[src/pfc_pkg.sv]
// Shared types, codes and constants of the pixel format converter.
package pfc_pkg;

   localparam int MAX_WIDTH_DEF     = 4096;
   localparam int PALETTE_DEPTH_DEF = 256;
   localparam int JOB_BYTES         = 6;
   localparam int FIFO_DEPTH        = 4;

   localparam logic [2:0] SRC_1BPP  = 3'd0;
   localparam logic [2:0] SRC_4BPP  = 3'd1;
   localparam logic [2:0] SRC_8BPP  = 3'd2;
   localparam logic [2:0] SRC_16BPP = 3'd3;
   localparam logic [2:0] SRC_24BPP = 3'd4;
   localparam logic [2:0] SRC_32BPP = 3'd5;

   localparam logic [2:0] DST_1BPP  = 3'd0;
   localparam logic [2:0] DST_4BPP  = 3'd1;
   localparam logic [2:0] DST_8BPP  = 3'd2;
   localparam logic [2:0] DST_15BPP = 3'd3;
   localparam logic [2:0] DST_16BPP = 3'd4;
   localparam logic [2:0] DST_24BPP = 3'd5;
   localparam logic [2:0] DST_32BPP = 3'd6;

   localparam logic [1:0] REG_SOURCE_FORMAT = 2'd0;
   localparam logic [1:0] REG_DEST_FORMAT   = 2'd1;
   localparam logic [1:0] REG_ROW_WIDTH     = 2'd2;

   localparam logic [2:0]  SOURCE_FORMAT_RESET = SRC_8BPP;
   localparam logic [2:0]  DEST_FORMAT_RESET   = DST_32BPP;
   localparam logic [12:0] ROW_WIDTH_RESET     = 13'd1;

   localparam logic ACT_CONVERT   = 1'b0;
   localparam logic ACT_PAL_WRITE = 1'b1;

   typedef struct packed {
      logic        action;
      logic [31:0] pixel_code;
      logic [7:0]  palette_index;
      logic [31:0] palette_value;
   } req_type;

   typedef struct packed {
      logic [7:0] out_byte;
      logic       last_of_run;
      logic       end_of_row;
   } rsp_type;

   typedef struct packed {
      logic [2:0]  source_format;
      logic [2:0]  dest_format;
      logic [12:0] row_width;
   } cfg_type;

   typedef struct packed {
      logic [JOB_BYTES-1:0][7:0] bytes;
      logic [2:0]                count;
      logic                      eor;
   } job_type;

endpackage

[src/pfc_back.sv]
// Back end: takes byte jobs from the queue and issues one result byte per cycle while popped.
module pfc_back (
   input  logic             clock,
   input  logic             reset,
   input  logic             job_empty,
   output logic             job_pop,
   input  pfc_pkg::job_type job_data,
   output logic             rsp_empty,
   input  logic             rsp_pop,
   output pfc_pkg::rsp_type rsp_data
);

   logic             cur_valid_ff, cur_valid_in;
   pfc_pkg::job_type cur_ff;
   logic [2:0]       idx_ff, idx_in;
   logic             out_valid_ff, out_valid_in;
   pfc_pkg::rsp_type out_ff, out_in;
   logic             out_load, cur_last, cur_done;

   assign out_load = cur_valid_ff && (!out_valid_ff || rsp_pop);
   assign cur_last = idx_ff == (cur_ff.count - 3'd1);
   assign cur_done = out_load && cur_last;
   assign job_pop  = !job_empty && (!cur_valid_ff || cur_done);

   always_comb begin
      cur_valid_in = cur_valid_ff;
      idx_in       = idx_ff;
      if (job_pop) begin
         cur_valid_in = 1'b1;
         idx_in       = 3'd0;
      end else if (cur_done) begin
         cur_valid_in = 1'b0;
      end else if (out_load) begin
         idx_in = idx_ff + 3'd1;
      end
   end

   always_comb begin
      out_in.out_byte    = cur_ff.bytes[idx_ff];
      out_in.last_of_run = cur_last;
      out_in.end_of_row  = cur_last && cur_ff.eor;
      if (out_load) begin
         out_valid_in = 1'b1;
      end else if (rsp_pop) begin
         out_valid_in = 1'b0;
      end else begin
         out_valid_in = out_valid_ff;
      end
   end

   always_ff @(posedge clock) begin
      if (job_pop) begin
         cur_ff <= job_data;
      end
      if (out_load) begin
         out_ff <= out_in;
      end
   end

   always_ff @(posedge clock) begin
      if (reset) begin
         cur_valid_ff <= 1'b0;
         idx_ff       <= 3'd0;
         out_valid_ff <= 1'b0;
      end else begin
         cur_valid_ff <= cur_valid_in;
         idx_ff       <= idx_in;
         out_valid_ff <= out_valid_in;
      end
   end

   assign rsp_empty = !out_valid_ff;
   assign rsp_data  = out_ff;

   a_idx_in_job: assert property (@(posedge clock) disable iff (reset)
      cur_valid_ff |-> (cur_ff.count != 3'd0 && idx_ff < cur_ff.count))
      else $error("serializer index beyond job length");

endmodule

[config.mk]
export PLATFORM = sky130hd
export DESIGN_NAME = pfc_back
export DESIGN_NICKNAME = d
export VERILOG_FILES = /design/src/pfc_pkg.sv /design/src/pfc_back.sv
export SDC_FILE = /design/constraint.sdc
export NUM_CORES = 1
export LEC_CHECK = 0
export BUFFER_PORTS_ARGS = -buffer_cell sky130_fd_sc_hd__buf_2
export CAP_MARGIN = 20
export CORE_MARGIN = 3
export CORE_UTILIZATION = 46
export CTS_CLUSTER_SIZE = 40
export DETAILED_ROUTE_END_ITERATION = 10
export PLACE_DENSITY = 0.81
export SYNTH_ARGS = -nofsm -noshare
export SYNTH_HDL_FRONTEND = slang
export SYNTH_SLANG_ARGS = --single-unit
[constraint.sdc]
create_clock -name clock -period 5.15 [get_ports clock]
set_clock_uncertainty 0.1 [all_clocks]
set_input_delay 1.03 -clock clock [delete_from_list [all_inputs] [get_ports clock]]
set_output_delay 1.03 -clock clock [all_outputs]
set_load 0.1 [all_outputs]
==> summary.txt <==
CLOCK TREE
--------------------------------------------------------------------------------------
Clock slew at the register clock pins of the worst setup and hold paths        0.06 ns
Worst-skew pair later-pin latency                                              0.33 ns
Longest Clk Path Bufs                                                                2
Clock tree root buffer cell                                                   clkbuf_8
Number of buffers inserted to repair setup after CTS                                 0
Depth of the CTS H-tree                                                              3
Number of buffers added by the clock tree synthesis step                             9
TritonCTS clock tree                                                              done
Number of hold buffers added after CTS                                               0
Post_cts resized                                                                     0
Clock Sink Count                                                                    67

PWR
--------------------------------------------------------------------------------------
Clk network pwr share                                                            30.0%
Largest vdd supply drop                                                       0.227 mV
Switching fraction of total power                                                25.2%
Leakage power                                                                  1.20 nW
Combinational group share of total power                                         13.6%
Cell Pwr Density                                                            370 nW/um2
Net switching power figure                                                  0.000292 W
Sequential power share                                                           56.4%
Pwr Total                                                                    0.00116 W
Internal Dissipation                                                        0.000866 W

ROUTING
--------------------------------------------------------------------------------------
WL/cell                                                                        14.4 um
Number of DRC markers after the initial detailed-route iteration                    66
Total iterations of the first detailed-routing run                                   4
Detail-routed via count per cell                                                  4.90
Post-DRT Antenna Nets                                                                0
Residual DRC count                                                                   0
Total Routed Length                                                            4120 um
Vias                                                                              1397

TIMING
--------------------------------------------------------------------------------------
Hold Violations, Final                                                               0
Maximum achievable frequency                                                 0.271 GHz
Setup repair after global routing missed its margin                                 no
Transition time of the tightest slew-check pin                                0.629 ns
Time the worst path needs with I/O delays and setup                            3.69 ns
Total negative slack                                                              0 ns
Final number of setup-violating endpoints                                            0
Rel. slew slack                                                                  58.0%
Share of the clock period used by the worst path                                 71.7%
Final number of max-transition violations                                            0

PLACED DESIGN
--------------------------------------------------------------------------------------
Final weighted congestion in routability-driven placement                        0.772
Standard cell area after detailed placement                                   2980 um2
Placed cells                                                                       269
Detailed placer's ending HPWL                                                  2930 um
Port-buffer cells                                                                   67

GLOBAL ROUTE
--------------------------------------------------------------------------------------
First-pass GRT wire length                                                     7000 um
Congestion Overflow GR                                                               0
Initial antenna violation count                                                      0
Maximum number of pins on one net before global-route repair                        53
Vias in the first global route                                                    1503
Total global routing track utilization                                           15.1%

WORST SETUP PATH
--------------------------------------------------------------------------------------
Worst EP arrival                                                               2.56 ns
Launching element of the worst setup path                                    idx_ff[2]
Crit path largest cell delay                                                   0.56 ns
Critical setup path kind                                                  register to primary output
Max Fanout on Critical Path                                                         12
Worst path slowest cell                                                        dfxtp_1
Required time reported for the critical path endpoint                          4.02 ns
Setup slack, reg-to-reg                                                        2.34 ns
Total buffers and inverters traversed by the critical path                           1
Crit start category                                                           register
Crit. path cell count                                                                5
CP delay by family, top                                                     flip-flops
Worst path cell trace                                                     xor3_1 -> nor3_2 -> nand2_1 -> a21oi_4 -> buf_2
CP Capture Type                                                           primary output
Launch instance of the worst register-to-register path                       idx_ff[2]
Critical register-to-register path endpoint                                 cur_ff[18]
Number of cell instances on the worst register-to-register path                      5
Last element of the critical path                                              job_pop

SYNTH
--------------------------------------------------------------------------------------
FF+latch count, synth                                                               67
Proportion of synthesized chip area in sequential cells                          76.7%
Number of unique standard cell types used by synthesis                              26
Total number of yosys warnings                                                       0
Synthesized area divided by synthesized cell count                            18.9 um2
Cell Area, Synth                                                              2560 um2
Post-synth net total                                                               193
Number of standard cells after synthesis                                           135

DIE
--------------------------------------------------------------------------------------
Floorplan row count                                                                 26
Floorplan core area                                                           5240 um2
Boundary pin count                                                                  68
Die Wd                                                                         80.5 um
Die area                                                                      6490 um2
Die Ht                                                                         80.5 um
Initial Utilization                                                              48.8%

FINISH
--------------------------------------------------------------------------------------
Number of antenna cells inserted                                                     0
Most used cells in the layout excluding fill and tap cells                buf_2 (67), edfxtp_1 (62), inv_1 (13), mux2i_1 (9), clkbuf_8 (9)
Area delta synth->final                                                          22.6%
Most common cell after layout, fill and taps aside                               buf_2
# nets final                                                                       268
Post-route non-filler standard cell count                                          285
Final core occ                                                                   59.8%
Final non-filler cell area                                                    3130 um2
Share of layout cells above drive strength 1                                     42.8%

MIN PATH
--------------------------------------------------------------------------------------
Type of the tightest min-delay check                                      register to register

JOB
--------------------------------------------------------------------------------------
# Max-Cap Violations                                                                 0

RUN STATUS
--------------------------------------------------------------------------------------
Result of the run                                                         complete, no violations

[flip-flops by register name (all words and copies together), names as in the netlist]
name,count
cur_ff,52
rsp_data,10
idx_ff,3
cur_valid_ff,1
out_valid_ff,1
[worst min-delay path by stage]
| stage | start | slack [ns] | cells after the start | endpoint |
|---|---|---|---|---|
| 3_3_place_gp | cur_ff[0] | 0.41 | 1 | rsp_data[0] |
| 3_5_place_dp | cur_ff[0] | 0.42 | 1 | rsp_data[0] |
| 2_1_floorplan | cur_ff[0] | 0.40 | 1 | rsp_data[0] |
| 4_1_cts | cur_ff[0] | 0.45 | 1 | rsp_data[0] |
| 5_1_grt | cur_ff[0] | 0.46 | 1 | rsp_data[0] |
| 6_report | cur_ff[0] | 0.44 | 1 | rsp_data[0] |
[worst register-to-register path, stage by stage, from the launching register on]
cell and delay, ns:
dfxtp_1 0.56, xor3_1 0.54, nor3_2 0.30, nand2_1 0.16, a21oi_4 0.22, buf_4 0.56
[cell usage after synthesis]
cell / instances / area [um2]
xor3_1: 1 / 23.8
buf_4: 2 / 15.0
a21o_1: 1 / 7.51
a21oi_1: 3 / 15.0
clkbuf_1: 2 / 7.51
dfxtp_1: 5 / 100
buf_1: 1 / 3.75
nand3_1: 1 / 5.00
nand2_1: 1 / 3.75
o311ai_2: 1 / 16.3
a31oi_1: 1 / 6.26
edfxtp_1: 62 / 1860
o21ai_0: 1 / 5.00
and2_1: 2 / 12.5
nor2_1: 2 / 7.51
a311o_1: 1 / 10.0
or3_1: 1 / 6.26
nor3_2: 1 / 10.0
ha_1: 2 / 25.0
mux2i_1: 9 / 90.1
inv_1: 13 / 48.8
o22ai_1: 8 / 50.1
nor2b_1: 1 / 6.26
mux4_2: 8 / 180
xnor2_1: 3 / 26.3
nand2b_1: 2 / 12.5
[power by group through the flow]
stage	clock, W	sequential [W]	combinational (W)
floorplan	0	0.000711	0.0000714
global placement	0	0.000664	0.000157
detailed placement	0	0.000666	0.000159
CTS	0.000358	0.000654	0.000159
global route	0.000388	0.000657	0.000171
finish	0.000347	0.000654	0.000158
[metrics by stage]
step	setup WS, ns	hold WS [ns]
2_1_floorplan	0.476	0.397
3_3_place_gp	1.83	0.414
3_5_place_dp	1.79	0.425
4_1_cts	1.42	0.446
5_1_grt	1.21	0.457
6_report	1.46	0.438
[logic make-up (layout without fill, tap and decap cells)]
| kind of cell | after synthesis | count (layout) | share of synthesized area [%] |
|---|---|---|---|
| compound gates | 16 | 16 | 4.31 |
| xor+xnor | 4 | 4 | 1.96 |
| fa+ha+maj | 2 | 2 | 0.979 |
| simple gates | 11 | 11 | 2.50 |
| mux | 17 | 17 | 10.6 |
| flops | 67 | 67 | 76.8 |
| buf+inv | 18 | 98 | 2.94 |
[routing by layer]
layer  up-vias  part of all wire, %  track usage [%]
met3         9                  7.0             4.60
met4         0                  2.2             8.95
met1       656                   42             19.2
met5         -                    0                0
li1        675                    -                -
met2        57                   49             22.9
[final cells by class]
type,count,area [um2]
fill,403,2100
clock buffer,13,139
sequential,67,1960
inverter,13,48.8
clock inverter,3,15.0
timing repair buffer,69,350
tap,70,87.6
multi-input combinational,50,531
(Power assumes the default switching activity.)
