<file path="config.mk">
export PLATFORM = sky130hd
export DESIGN_NAME = pfc_job_fifo
export DESIGN_NICKNAME = d
export VERILOG_FILES = /design/src/pfc_pkg.sv /design/src/pfc_job_fifo.sv
export SDC_FILE = /design/constraint.sdc
export NUM_CORES = 1
export LEC_CHECK = 0
export ABC_AREA = 1
export BUFFER_PORTS_ARGS = -buffer_cell sky130_fd_sc_hd__buf_2
export CAP_MARGIN = 10
export CORE_ASPECT_RATIO = 0.5
export CORE_MARGIN = 2
export CORE_UTILIZATION = 58
export DETAILED_ROUTE_END_ITERATION = 6
export PLACE_DENSITY = 0.87
export SLEW_MARGIN = 20
export SYNTH_ARGS = -nofsm -noshare
export SYNTH_HDL_FRONTEND = slang
export SYNTH_SLANG_ARGS = --single-unit
</file>
<file path="constraint.sdc">
create_clock -name clock -period 4.6 [get_ports clock]
set_input_delay 0.69 -clock clock [delete_from_list [all_inputs] [get_ports clock]]
set_output_delay 0.69 -clock clock [all_outputs]
set_load 0.02 [all_outputs]
</file>
<file path="src/pfc_pkg.sv">
// Shared types, codes and constants of the pixel format converter.
package pfc_pkg;

   localparam int MAX_WIDTH_DEF     = 4096;
   localparam int PALETTE_DEPTH_DEF = 256;
   localparam int JOB_BYTES         = 6;
   localparam int FIFO_DEPTH        = 4;

   localparam logic [2:0] SRC_1BPP  = 3'd0;
   localparam logic [2:0] SRC_4BPP  = 3'd1;
   localparam logic [2:0] SRC_8BPP  = 3'd2;
   localparam logic [2:0] SRC_16BPP = 3'd3;
   localparam logic [2:0] SRC_24BPP = 3'd4;
   localparam logic [2:0] SRC_32BPP = 3'd5;

   localparam logic [2:0] DST_1BPP  = 3'd0;
   localparam logic [2:0] DST_4BPP  = 3'd1;
   localparam logic [2:0] DST_8BPP  = 3'd2;
   localparam logic [2:0] DST_15BPP = 3'd3;
   localparam logic [2:0] DST_16BPP = 3'd4;
   localparam logic [2:0] DST_24BPP = 3'd5;
   localparam logic [2:0] DST_32BPP = 3'd6;

   localparam logic [1:0] REG_SOURCE_FORMAT = 2'd0;
   localparam logic [1:0] REG_DEST_FORMAT   = 2'd1;
   localparam logic [1:0] REG_ROW_WIDTH     = 2'd2;

   localparam logic [2:0]  SOURCE_FORMAT_RESET = SRC_8BPP;
   localparam logic [2:0]  DEST_FORMAT_RESET   = DST_32BPP;
   localparam logic [12:0] ROW_WIDTH_RESET     = 13'd1;

   localparam logic ACT_CONVERT   = 1'b0;
   localparam logic ACT_PAL_WRITE = 1'b1;

   typedef struct packed {
      logic        action;
      logic [31:0] pixel_code;
      logic [7:0]  palette_index;
      logic [31:0] palette_value;
   } req_type;

   typedef struct packed {
      logic [7:0] out_byte;
      logic       last_of_run;
      logic       end_of_row;
   } rsp_type;

   typedef struct packed {
      logic [2:0]  source_format;
      logic [2:0]  dest_format;
      logic [12:0] row_width;
   } cfg_type;

   typedef struct packed {
      logic [JOB_BYTES-1:0][7:0] bytes;
      logic [2:0]                count;
      logic                      eor;
   } job_type;

endpackage

</file>
<file path="src/pfc_job_fifo.sv">
// Short job queue between the front end and the byte serializer.
module pfc_job_fifo (
   input  logic             clock,
   input  logic             reset,
   input  logic             push,
   input  pfc_pkg::job_type push_data,
   output logic             full,
   input  logic             pop,
   output pfc_pkg::job_type pop_data,
   output logic             empty
);

   localparam int AW = $clog2(pfc_pkg::FIFO_DEPTH);

   pfc_pkg::job_type       slot_ff [pfc_pkg::FIFO_DEPTH];
   logic [AW-1:0]          wr_ptr_ff, wr_ptr_in;
   logic [AW-1:0]          rd_ptr_ff, rd_ptr_in;
   logic [AW:0]            count_ff, count_in;
   logic                   do_push, do_pop;

   assign full     = count_ff == (AW+1)'(pfc_pkg::FIFO_DEPTH);
   assign empty    = count_ff == '0;
   assign do_push  = push && !full;
   assign do_pop   = pop && !empty;
   assign pop_data = slot_ff[rd_ptr_ff];

   assign wr_ptr_in = do_push ? wr_ptr_ff + AW'(1) : wr_ptr_ff;
   assign rd_ptr_in = do_pop ? rd_ptr_ff + AW'(1) : rd_ptr_ff;
   assign count_in  = count_ff + (AW+1)'(do_push) - (AW+1)'(do_pop);

   always_ff @(posedge clock) begin
      if (do_push) begin
         slot_ff[wr_ptr_ff] <= push_data;
      end
   end

   always_ff @(posedge clock) begin
      if (reset) begin
         wr_ptr_ff <= '0;
         rd_ptr_ff <= '0;
         count_ff  <= '0;
      end else begin
         wr_ptr_ff <= wr_ptr_in;
         rd_ptr_ff <= rd_ptr_in;
         count_ff  <= count_in;
      end
   end

   a_no_overflow: assert property (@(posedge clock) disable iff (reset)
      !(push && full))
      else $error("job pushed into a full queue");

   a_count_bound: assert property (@(posedge clock) disable iff (reset)
      count_ff <= (AW+1)'(pfc_pkg::FIFO_DEPTH))
      else $error("job queue count beyond depth");

endmodule

</file>
==> run summary, run 1 <==
status: finished clean
Critical Path Sink Type: output pin
Hold Fails Final Rpt: 0
Final Cycle Share: 76.5%
HP Class: in2reg
CTS Root Cell: clkbuf_16
Antenna Cells: 0
cell area after synthesis: 8750 µm²
cts hold-fix bufs: 0
WL final: 16.7 mm
DP Wirelength: 9.26 mm
routed len/inst: 18.8 µm
YS warnings: 0
vias in the first global route: 5138
Synth-to-Final Area Change: 13.7%
Worst R2R Path Depth: 5
Synth Flop Type: edfxtp_1
DRC viols: 0
Crit Path Class: reg2out
worst slew pin tran: 1.10 ns
Post-DRT Antenna Nets: 0
DR vias/cell: 5.70
Post-CTS Setup Bufs: 0
Post-Synthesis Cells: 571
antenna violations before repair: 0
Area after DPL: 9420 µm²
NumNets Final: 743
Max Slew Vio Count: 0
Peak VDD IR: 424 µV
Port Buffers: 109
flops & latches, synth: 217
skew final: 0.0175 ns
Hold Crit Endpoint: count_ff[1]
Setup WS post-layout: 1.08 ns
CTS resizes: 0
Initial Utilization: 60.0%
synthesized area per cell: 15.3 µm²
row cnt: 31
worst reg2reg path endpoint: slot_ff[2][4]
Reg clk slew, reported paths: 0.06 ns
sequential fraction of the synthesis area: 73.5%
WP data arrival: 2.83 ns
Tot GR Track Use: 20.8%
asr flop ratio synth: 0%
first-pass GRT wire length: 26.0 mm
# H-tree levels: 1
EDFF count, synth: 208
most frequent cells in the layout: edfxtp_1, buf_2, o21ai_0
leakage: 3.44 nW
layout cells sized above 1: 33.1%
clock buffer depth: 3
Iter 0 DRT Violations: 354
flop-to-flop setup slack: 2.10 ns
area of the die: 16100 µm²
required time of the critical path: 3.91 ns
Inserted Clock Buffers: 19
fin area: 9950 µm²
pin count of the biggest net entering global routing: 105
most common cell after layout, fill and taps aside: edfxtp_1
Clock Latency Late Sink: 0.49 ns
Final Setup Violations: 0
routed vias: 5058
CORE AREA: 14600 µm²
Clock Sinks: 217
min cycle time layout: 3.52 ns
Horiz. Die Dim: 178 µm
maximum clock rate: 0.284 GHz
CTS tree: yes
library cells used by synthesis: 22
RSZ-0062 raised after global routing: false
Slew headroom: 26.2%
Max Cap Viol: 0
FF-to-FF Start: count_ff[1]
Placer Congestion: 0.707
Post-Syn Nets: 634
final hold slack: 0.384 ns
Startpoint Class: register
grt total ovfl: 0
Die Height: 90.8 µm
pre-CTS setup slack: 1.64 ns
maximum fanout along the worst path: 53
TNS Setup: 0 ns
DR pass1 iterations: 5
hold path start: reset
WHS Path Cells: 2
IO Pins: 110
Power Density: 545 nW/µm²
-- synthesized netlist by cell type, types with 2 or more instances --
library cell	n	share of area (%)
a21oi_1	5	0.29
buf_12	5	1.1
buf_2	11	0.63
buf_6	3	0.39
clkbuf_1	12	0.51
dfxtp_1	9	2.1
edfxtp_1	208	71
ha_1	6	0.86
inv_1	18	0.77
nand2_1	12	0.51
nand3_1	4	0.23
nor2_1	78	3.3
nor2_2	2	0.14
nor2_4	38	4.9
o21ai_0	90	5.2
o21ai_1	14	0.80
o22ai_1	14	1.0
o22ai_2	38	5.4
-- critical path: stages, from the launching register on --
cell and delay [ns]:
dfxtp_2 0.31, buf_4 0.45, clkinv_2 0.80, o21ai_1 0.34, o22ai_1 0.17, buf_2 0.19
-- per-layer routing --
layer / share of wire [%] / track usage, %
met4: 2.7 / 6.42
met5: 0 / 0
met3: 5.2 / 3.87
met2: 50 / 36.3
met1: 42 / 26.6
-- sequential cells by signal, summed over array words and instances (netlist names), named ones only --
name       flops
count_ff       3
rd_ptr_ff      2
slot_ff      208
wr_ptr_ff      2
-- report_power, final --
group          internal (mW)  switching [mW]  total [mW]
Sequential              2.41          0.0617        2.47
Clock                  0.759           0.650        1.41
Combinational          0.467            1.08        1.54
-- how the worst max path moves through the flow --
stage,from,end,depth (start not counted)
floorplan,push,slot_ff[0][0],2
global placement,register,pop_data[31],5
detailed placement,register,pop_data[31],5
CTS,register,pop_data[31],5
global route,register,pop_data[20],5
finish,register,pop_data[31],5
-- final cells by class --
type | instances | area (µm²)
clock buffer | 25 | 498
clock inverter | 5 | 26.3
fill | 968 | 4640
inverter | 20 | 83.8
multi-input combinational | 302 | 2030
sequential | 217 | 6430
tap | 198 | 248
timing repair buffer | 120 | 628
-- cell families after synthesis --
logic type      Yosys count  share of synthesized area [%]
buf+inv                  52                           3.63
simple gates            134                           9.13
compound gates          161                           12.7
fa+ha+maj                 7                           1.09
flops                   217                           73.5
-- per-stage QoR --
step | std cells | util (%) | power [mW]
after CTS | 887 | 68.2 | 5.47
after global placement | 857 | 64.6 | 4.00
after global routing | 887 | 68.2 | 5.67
final | 887 | 68.2 | 5.42
after detailed placement | 857 | 64.6 | 4.06
after floorplan | 571 | - | 3.64
Note: power is estimated with default switching activity, not from simulation.
==> run 2, diff against run 1 <==
--- a/config.mk
+++ b/config.mk
@@ -10,9 +10,9 @@
 export CAP_MARGIN = 10
 export CORE_ASPECT_RATIO = 0.5
 export CORE_MARGIN = 2
-export CORE_UTILIZATION = 58
+export CORE_UTILIZATION = 52
 export DETAILED_ROUTE_END_ITERATION = 6
-export PLACE_DENSITY = 0.87
+export PLACE_DENSITY = 0.83
 export SLEW_MARGIN = 20
 export SYNTH_ARGS = -nofsm -noshare
 export SYNTH_HDL_FRONTEND = slang
==> constraint.sdc (replaced) <==
create_clock -name clock -period 2.9 [get_ports clock]
set_input_delay 0.435 -clock clock [delete_from_list [all_inputs] [get_ports clock]]
set_output_delay 0.435 -clock clock [all_outputs]
set_load 0.02 [all_outputs]
==> run 2 against run 1 <==
Global-route usage decreased by 2.5 points. First-iteration DRC count increased by 8.5%. Critical path depth unchanged. Sequential power increased by 59%. Clock-buffer cell count decreased by 3. Combinational power increased by 60%. Largest cell class unchanged. Highest routed layer unchanged. Worst hold slack got worse by 0.24 ns. Sequential cell count unchanged. Routed wire length decreased by 1.0%. Register-to-register slack got worse by 1.4 ns.
==> run summary, run 2 (synthesis gave the netlist of run 1 again) <==
maximum fanout along the worst path: 40 (-25%)
WP data arrival: 1.98 ns (-0.85 ns)
layout cells sized above 1: 33.6% (+0.48 points)
Tot GR Track Use: 18.3% (-2.5 points)
Synth-to-Final Area Change: 16.0%
NumNets Final: 743 (unchanged)
FF-to-FF Start: count_ff[1]
CTS Root Cell: clkbuf_16
FF+latch area: 6430 µm² (unchanged)
fin area: 10100 µm² (+2.0%)
Crit Path Class: reg2out
min cycle time layout: 2.42 ns
first-pass GRT wire length: 25.4 mm (-2.2%)
CTS tree: yes
sw frac: 32.2% (-0.74 points)
vias in the first global route: 4926 (-4.1%)
met1 Usage GRT: 23.6% (-3.0 points)
Top Usage Layer GRT: met2
Iter 0 DRT Violations: 384 (+8.5%)
required time of the critical path: 2.47 ns (-1.44 ns)
DRC viols: 0 (unchanged)
M3 GR Usage: 3.14% (-0.74 points)
Horiz. Die Dim: 187 µm (+5.5%)
DR vias/cell: 5.36 (-6.1%)
grt total ovfl: 0 (unchanged)
Startpoint Class: register
TNS Setup: 0 ns (unchanged)
HP Class: in2reg
Antenna Cells: 0 (unchanged)
met2 Use GR: 33.2% (-3.1 points)
IO Pins: 110 (unchanged)
Critical Path Sink Type: output pin
routed len/inst: 17.9 µm (-4.7%)
maximum clock rate: 0.414 GHz
Final Setup Violations: 0 (unchanged)
pin count of the biggest net entering global routing: 105 (unchanged)
WL final: 16.5 mm (-1.0%)
number of fill cells: 1265 (+31%)
Area after DPL: 9520 µm² (+1.1%)
Slew headroom: 61.7% (+36 points)
Initial Utilization: 53.2% (-6.7 points)
leakage: 3.50 nW (+1.9%)
row cnt: 33 (+6.5%)
Inserted Clock Buffers: 20 (+1)
Clock Sinks: 217 (unchanged)
Worst R2R Path Depth: 9 (+4)
max FFs per register: 208 (unchanged)
most frequent cells in the layout: edfxtp_1, buf_2, o21ai_0
Post-CTS Setup Bufs: 0 (unchanged)
clock buffer depth: 3 (unchanged)
CTS resizes: 0 (unchanged)
Logic pwr share: 27.9% (-0.6 points)
CORE AREA: 16400 µm² (+13%)
flop-to-flop setup slack: 0.72 ns (-1.38 ns)
final hold slack: 0.144 ns (-0.240 ns)
skew final: 0.0158 ns (-0.00169 ns)
Post-DRT Antenna Nets: 0 (unchanged)
biggest regs: slot_ff (208), count_ff (3)
DP Wirelength: 9.49 mm (+2.5%)
antenna violations before repair: 0 (unchanged)
Clock Latency Late Sink: 0.49 ns (about the same)
Int Power: 6.00 mW (+65%)
worst slew pin tran: 0.574 ns (-0.531 ns)
Reg clk slew, reported paths: 0.06 ns (about the same)
Psw: 2.85 mW (+60%)
power share of the clock group: 27.8% (+1.8 points)
footprint of the multi-input gates: 2030 µm² (unchanged)
status: finished clean
most common cell after layout, fill and taps aside: edfxtp_1
Power Density: 873 nW/µm² (+60%)
# H-tree levels: 1 (unchanged)
Max Cap Viol: 0 (unchanged)
sequential power share: 44.3% (-1.3 points)
DR pass1 iterations: 5 (unchanged)
Peak VDD IR: 601 µV (+42%)
Max Slew Vio Count: 0 (unchanged)
Most flops, register: slot_ff
Final Cycle Share: 83.4%
worst reg2reg path endpoint: count_ff[2]
Port Buffers: 109 (unchanged)
CP endpoint: pop_data[17]
Hold Fails Final Rpt: 0 (unchanged)
Placer Congestion: 0.689 (-2.6%)
routed vias: 4934 (-2.5%)
area of the die: 17900 µm² (+11%)
cts hold-fix bufs: 0 (unchanged)
Die Height: 95.7 µm (+5.4%)
RSZ-0062 raised after global routing: false
==> run 2: layout make-up <==
cell class	count	share of cell area [%]
multi-input cells	302	20.0
clock inverters	14	0.876
flip-flops and latches	217	63.4
well taps	227	2.80
repair buffers	119	6.86
clock buffers	22	5.22
inverters	20	0.802
==> run 2: worst min-delay path by stage <==
stage | depth (start not counted) | end | startpoint | slack [ns]
detailed placement | 2 | rd_ptr_ff[0] | rd_ptr_ff[0] | 0.48
finish | 2 | count_ff[1] | reset | 0.14
floorplan | 2 | register | rd_ptr_ff[0] | 0.45
global placement | 2 | rd_ptr_ff[0] | rd_ptr_ff[0] | 0.46
global route | 2 | count_ff[1] | reset | 0.13
CTS | 2 | count_ff[1] | reset | 0.12
==> run 2: metrics by stage <==
| step | setup WS (ns) | total power [mW] | cells | utilization [%] |
|---|---|---|---|---|
| after floorplan | -0.398 | 5.78 | 571 | - |
| after global placement | 0.827 | 6.41 | 885 | 58.0 |
| after detailed placement | 0.759 | 6.48 | 885 | 58.0 |
| final | 0.483 | 8.85 | 921 | 61.7 |
| after global routing | 0.339 | 9.29 | 921 | 61.7 |
| after CTS | 0.453 | 8.95 | 921 | 61.7 |
==> run 2: power by group through the flow <==
stage | clock, mW | sequential [mW] | combinational (mW)
after floorplan | 0 | 3.98 | 1.80
after global placement | 0 | 3.97 | 2.44
after detailed placement | 0 | 3.99 | 2.50
after CTS | 2.52 | 3.92 | 2.51
after global routing | 2.64 | 3.94 | 2.70
final | 2.46 | 3.92 | 2.47
==> run 2: routing by layer <==
metal | vias up | share of wire (%) | wire, µm
met5 | - | 0 | 0
met4 | 0 | 1.5 | 250
met3 | 19 | 4.6 | 757
met2 | 120 | 51 | 8360
met1 | 2448 | 43 | 7140
li1 | 2347 | - | -
==> run 2: worst max-delay path: stages (launching register included) <==
cell	delay (ns)
dfxtp_4	0.36
inv_6	0.27
buf_12	0.33
o21ai_0	0.16
o22ai_2	0.14
buf_2	0.19
==> run 3, diff against run 2 <==
--- a/config.mk
+++ b/config.mk
@@ -10,9 +10,9 @@
 export CAP_MARGIN = 10
 export CORE_ASPECT_RATIO = 0.5
 export CORE_MARGIN = 2
-export CORE_UTILIZATION = 52
+export CORE_UTILIZATION = 58
 export DETAILED_ROUTE_END_ITERATION = 6
-export PLACE_DENSITY = 0.83
+export PLACE_DENSITY = 0.87
 export SLEW_MARGIN = 20
 export SYNTH_ARGS = -nofsm -noshare
 export SYNTH_HDL_FRONTEND = slang
==> constraint.sdc (replaced) <==
create_clock -name clock -period 2.3 [get_ports clock]
set_input_delay 0.345 -clock clock [delete_from_list [all_inputs] [get_ports clock]]
set_output_delay 0.345 -clock clock [all_outputs]
set_load 0.02 [all_outputs]
==> run 3 against run 2 <==
Via count grew 4.9%. Critical path depth is the same. Design area up 1.1%. Sequential share of layout area is 0.70 points lower. Combinational power up 34%.
==> run summary, run 3 (synthesis gave the netlist of run 1 again) <==
maximum clock rate: 0.444 GHz
Reg clk slew, reported paths: 0.07 ns (about the same)
Peak VDD IR: 591 µV (-1.7%)
layout cells sized above 1: 35.0% (+1.5 points)
required time of the critical path: 1.96 ns (-0.51 ns)
DRC viols: 0 (unchanged)
worst reg2reg path endpoint: count_ff[2]
CP delay by family, top: buffers and inverters
routed vias: 5174 (+4.9%)
footprint of the multi-input gates: 2030 µm² (unchanged)
HP Class: in2reg
flop-to-flop setup slack: 0.29 ns (-0.43 ns)
Horiz. Die Dim: 178 µm (-5.2%)
Clock Latency Late Sink: 0.49 ns (about the same)
worst slew pin tran: 0.333 ns (-0.242 ns)
DP Wirelength: 10.2 mm (+7.4%)
WHS Path Cells: 2 (unchanged)
DR vias/cell: 5.74 (+7.1%)
row cnt: 31 (-6.1%)
CTS tree: yes
FF-to-FF Start: count_ff[1]
pin count of the biggest net entering global routing: 47 (-55%)
FF+latch area: 6430 µm² (unchanged)
maximum fanout along the worst path: 26 (-35%)
Tot GR Track Use: 22.8% (+4.5 points)
Hold Crit Endpoint: count_ff[1]
Most flops, register: slot_ff
Setup WS post-layout: 0.0467 ns (-0.436 ns)
status: finished clean
leakage: 3.58 nW (+2.4%)
CORE AREA: 14600 µm² (-11%)
Post-DRT Antenna Nets: 0 (unchanged)
WL final: 18.0 mm (+9.0%)
hold path start: reset
Port Buffers: 109 (unchanged)
biggest regs: slot_ff (208), count_ff (3)
most common cell after layout, fill and taps aside: edfxtp_1
WP data arrival: 1.91 ns (-0.07 ns)
routed len/inst: 19.9 µm (+11%)
Iter 0 DRT Violations: 467 (+22%)
TNS Setup: 0 ns (unchanged)
IO Pins: 110 (unchanged)
# H-tree levels: 1 (unchanged)
CTS Root Cell: clkbuf_16
Synth-to-Final Area Change: 17.3%
RSZ-0062 raised after global routing: false
Max Slew Vio Count: 0 (unchanged)
max FFs per register: 208 (unchanged)
Crit Path Class: reg2out
Die Height: 90.8 µm (-5.1%)
DR pass1 iterations: 4 (-1)
antenna violations before repair: 2 (+2)
slowest cell on the critical path: dfxtp_4
first-pass GRT wire length: 27.9 mm (+9.9%)
Max Cap Viol: 0 (unchanged)
Placer Congestion: 0.699 (+1.5%)
Critical Path Sink Type: output pin
Final Cycle Share: 98.0%
Final Setup Violations: 0 (unchanged)
number of fill cells: 934 (-26%)
final hold slack: 0.0517 ns (-0.0922 ns)
Hold Fails Final Rpt: 0 (unchanged)
Inserted Clock Buffers: 19 (-5.0%)
Clock Sinks: 217 (unchanged)
vias in the first global route: 5206 (+5.7%)
most frequent cells in the layout: edfxtp_1, buf_2, o21ai_0
area of the die: 16100 µm² (-10%)
Slew headroom: 77.6% (+16 points)
Tot Pwr: 11.5 mW (+30%)
Worst path max stage delay: 0.40 ns (+0.04 ns)
Startpoint Class: register
Power Density: 1120 nW/µm² (+29%)
crit path cell chain: inv_8, buf_12, o21ai_0, o22ai_2, buf_2
Initial Utilization: 60.0% (+6.7 points)
clock buffer depth: 3 (unchanged)
grt total ovfl: 0 (unchanged)
Worst R2R Path Depth: 11 (+2)
skew final: 0.0128 ns (-0.00302 ns)
min cycle time layout: 2.25 ns
NumNets Final: 753 (+1.3%)
Bufs and invs on worst path: 3 (unchanged)
pre-CTS setup slack: 0.329 ns (-0.429 ns)
[run 3: routing by layer]
layer	global-route usage [%]	vias to the layer above	wire, µm
met3	4.38	39	939
met4	8.33	0	495
li1	-	2365	-
met1	29.5	2590	7020
met5	0	-	0
met2	38.6	180	9530
[run 3: worst max path at each step]
stage / depth (start not counted) / end / start / slack [ns]
after detailed placement: 10 / count_ff[2] / count_ff[1] / 0.33
final: 5 / pop_data[43] / register / 0.05
after global placement: 4 / pop_data[1] / register / 0.42
after floorplan: 4 / slot_ff[0][0] / count_ff[1] / -0.18
after CTS: 5 / pop_data[43] / register / 0.07
after global routing: 5 / pop_data[27] / register / 0.007
[run 3: repair_timing]
action	in CTS	in global routing
hold buffers	0	0
endpoints found under the setup margin	46	0
gates resized for setup	4	0
buffers inserted	3	0
[run 3: layout make-up]
type                    count  share of cell area [%]
clock inverters            11                    1.28
diodes                      2                  0.0488
flip-flops and latches    217                    62.7
repair buffers            130                    8.06
inverters                  20                   0.817
clock buffers              22                    4.84
well taps                 198                    2.42
multi-input cells         302                    19.8
[run 3: report_power, final]
group | total, mW | switching [mW] | internal [mW] | leakage (nW)
sequential | 4.97 | 0.150 | 4.81 | 1.98
clock | 3.22 | 1.34 | 1.89 | 0.311
combinational | 3.31 | 2.24 | 1.07 | 1.29
[run 3: metrics by stage]
step	cell area [µm²]	utilization, %	instances
after floorplan	8760	-	571
after global routing	10300	70.3	901
final	10300	70.3	902
after global placement	9590	65.7	864
after CTS	10200	70.3	900
after detailed placement	9590	65.7	864
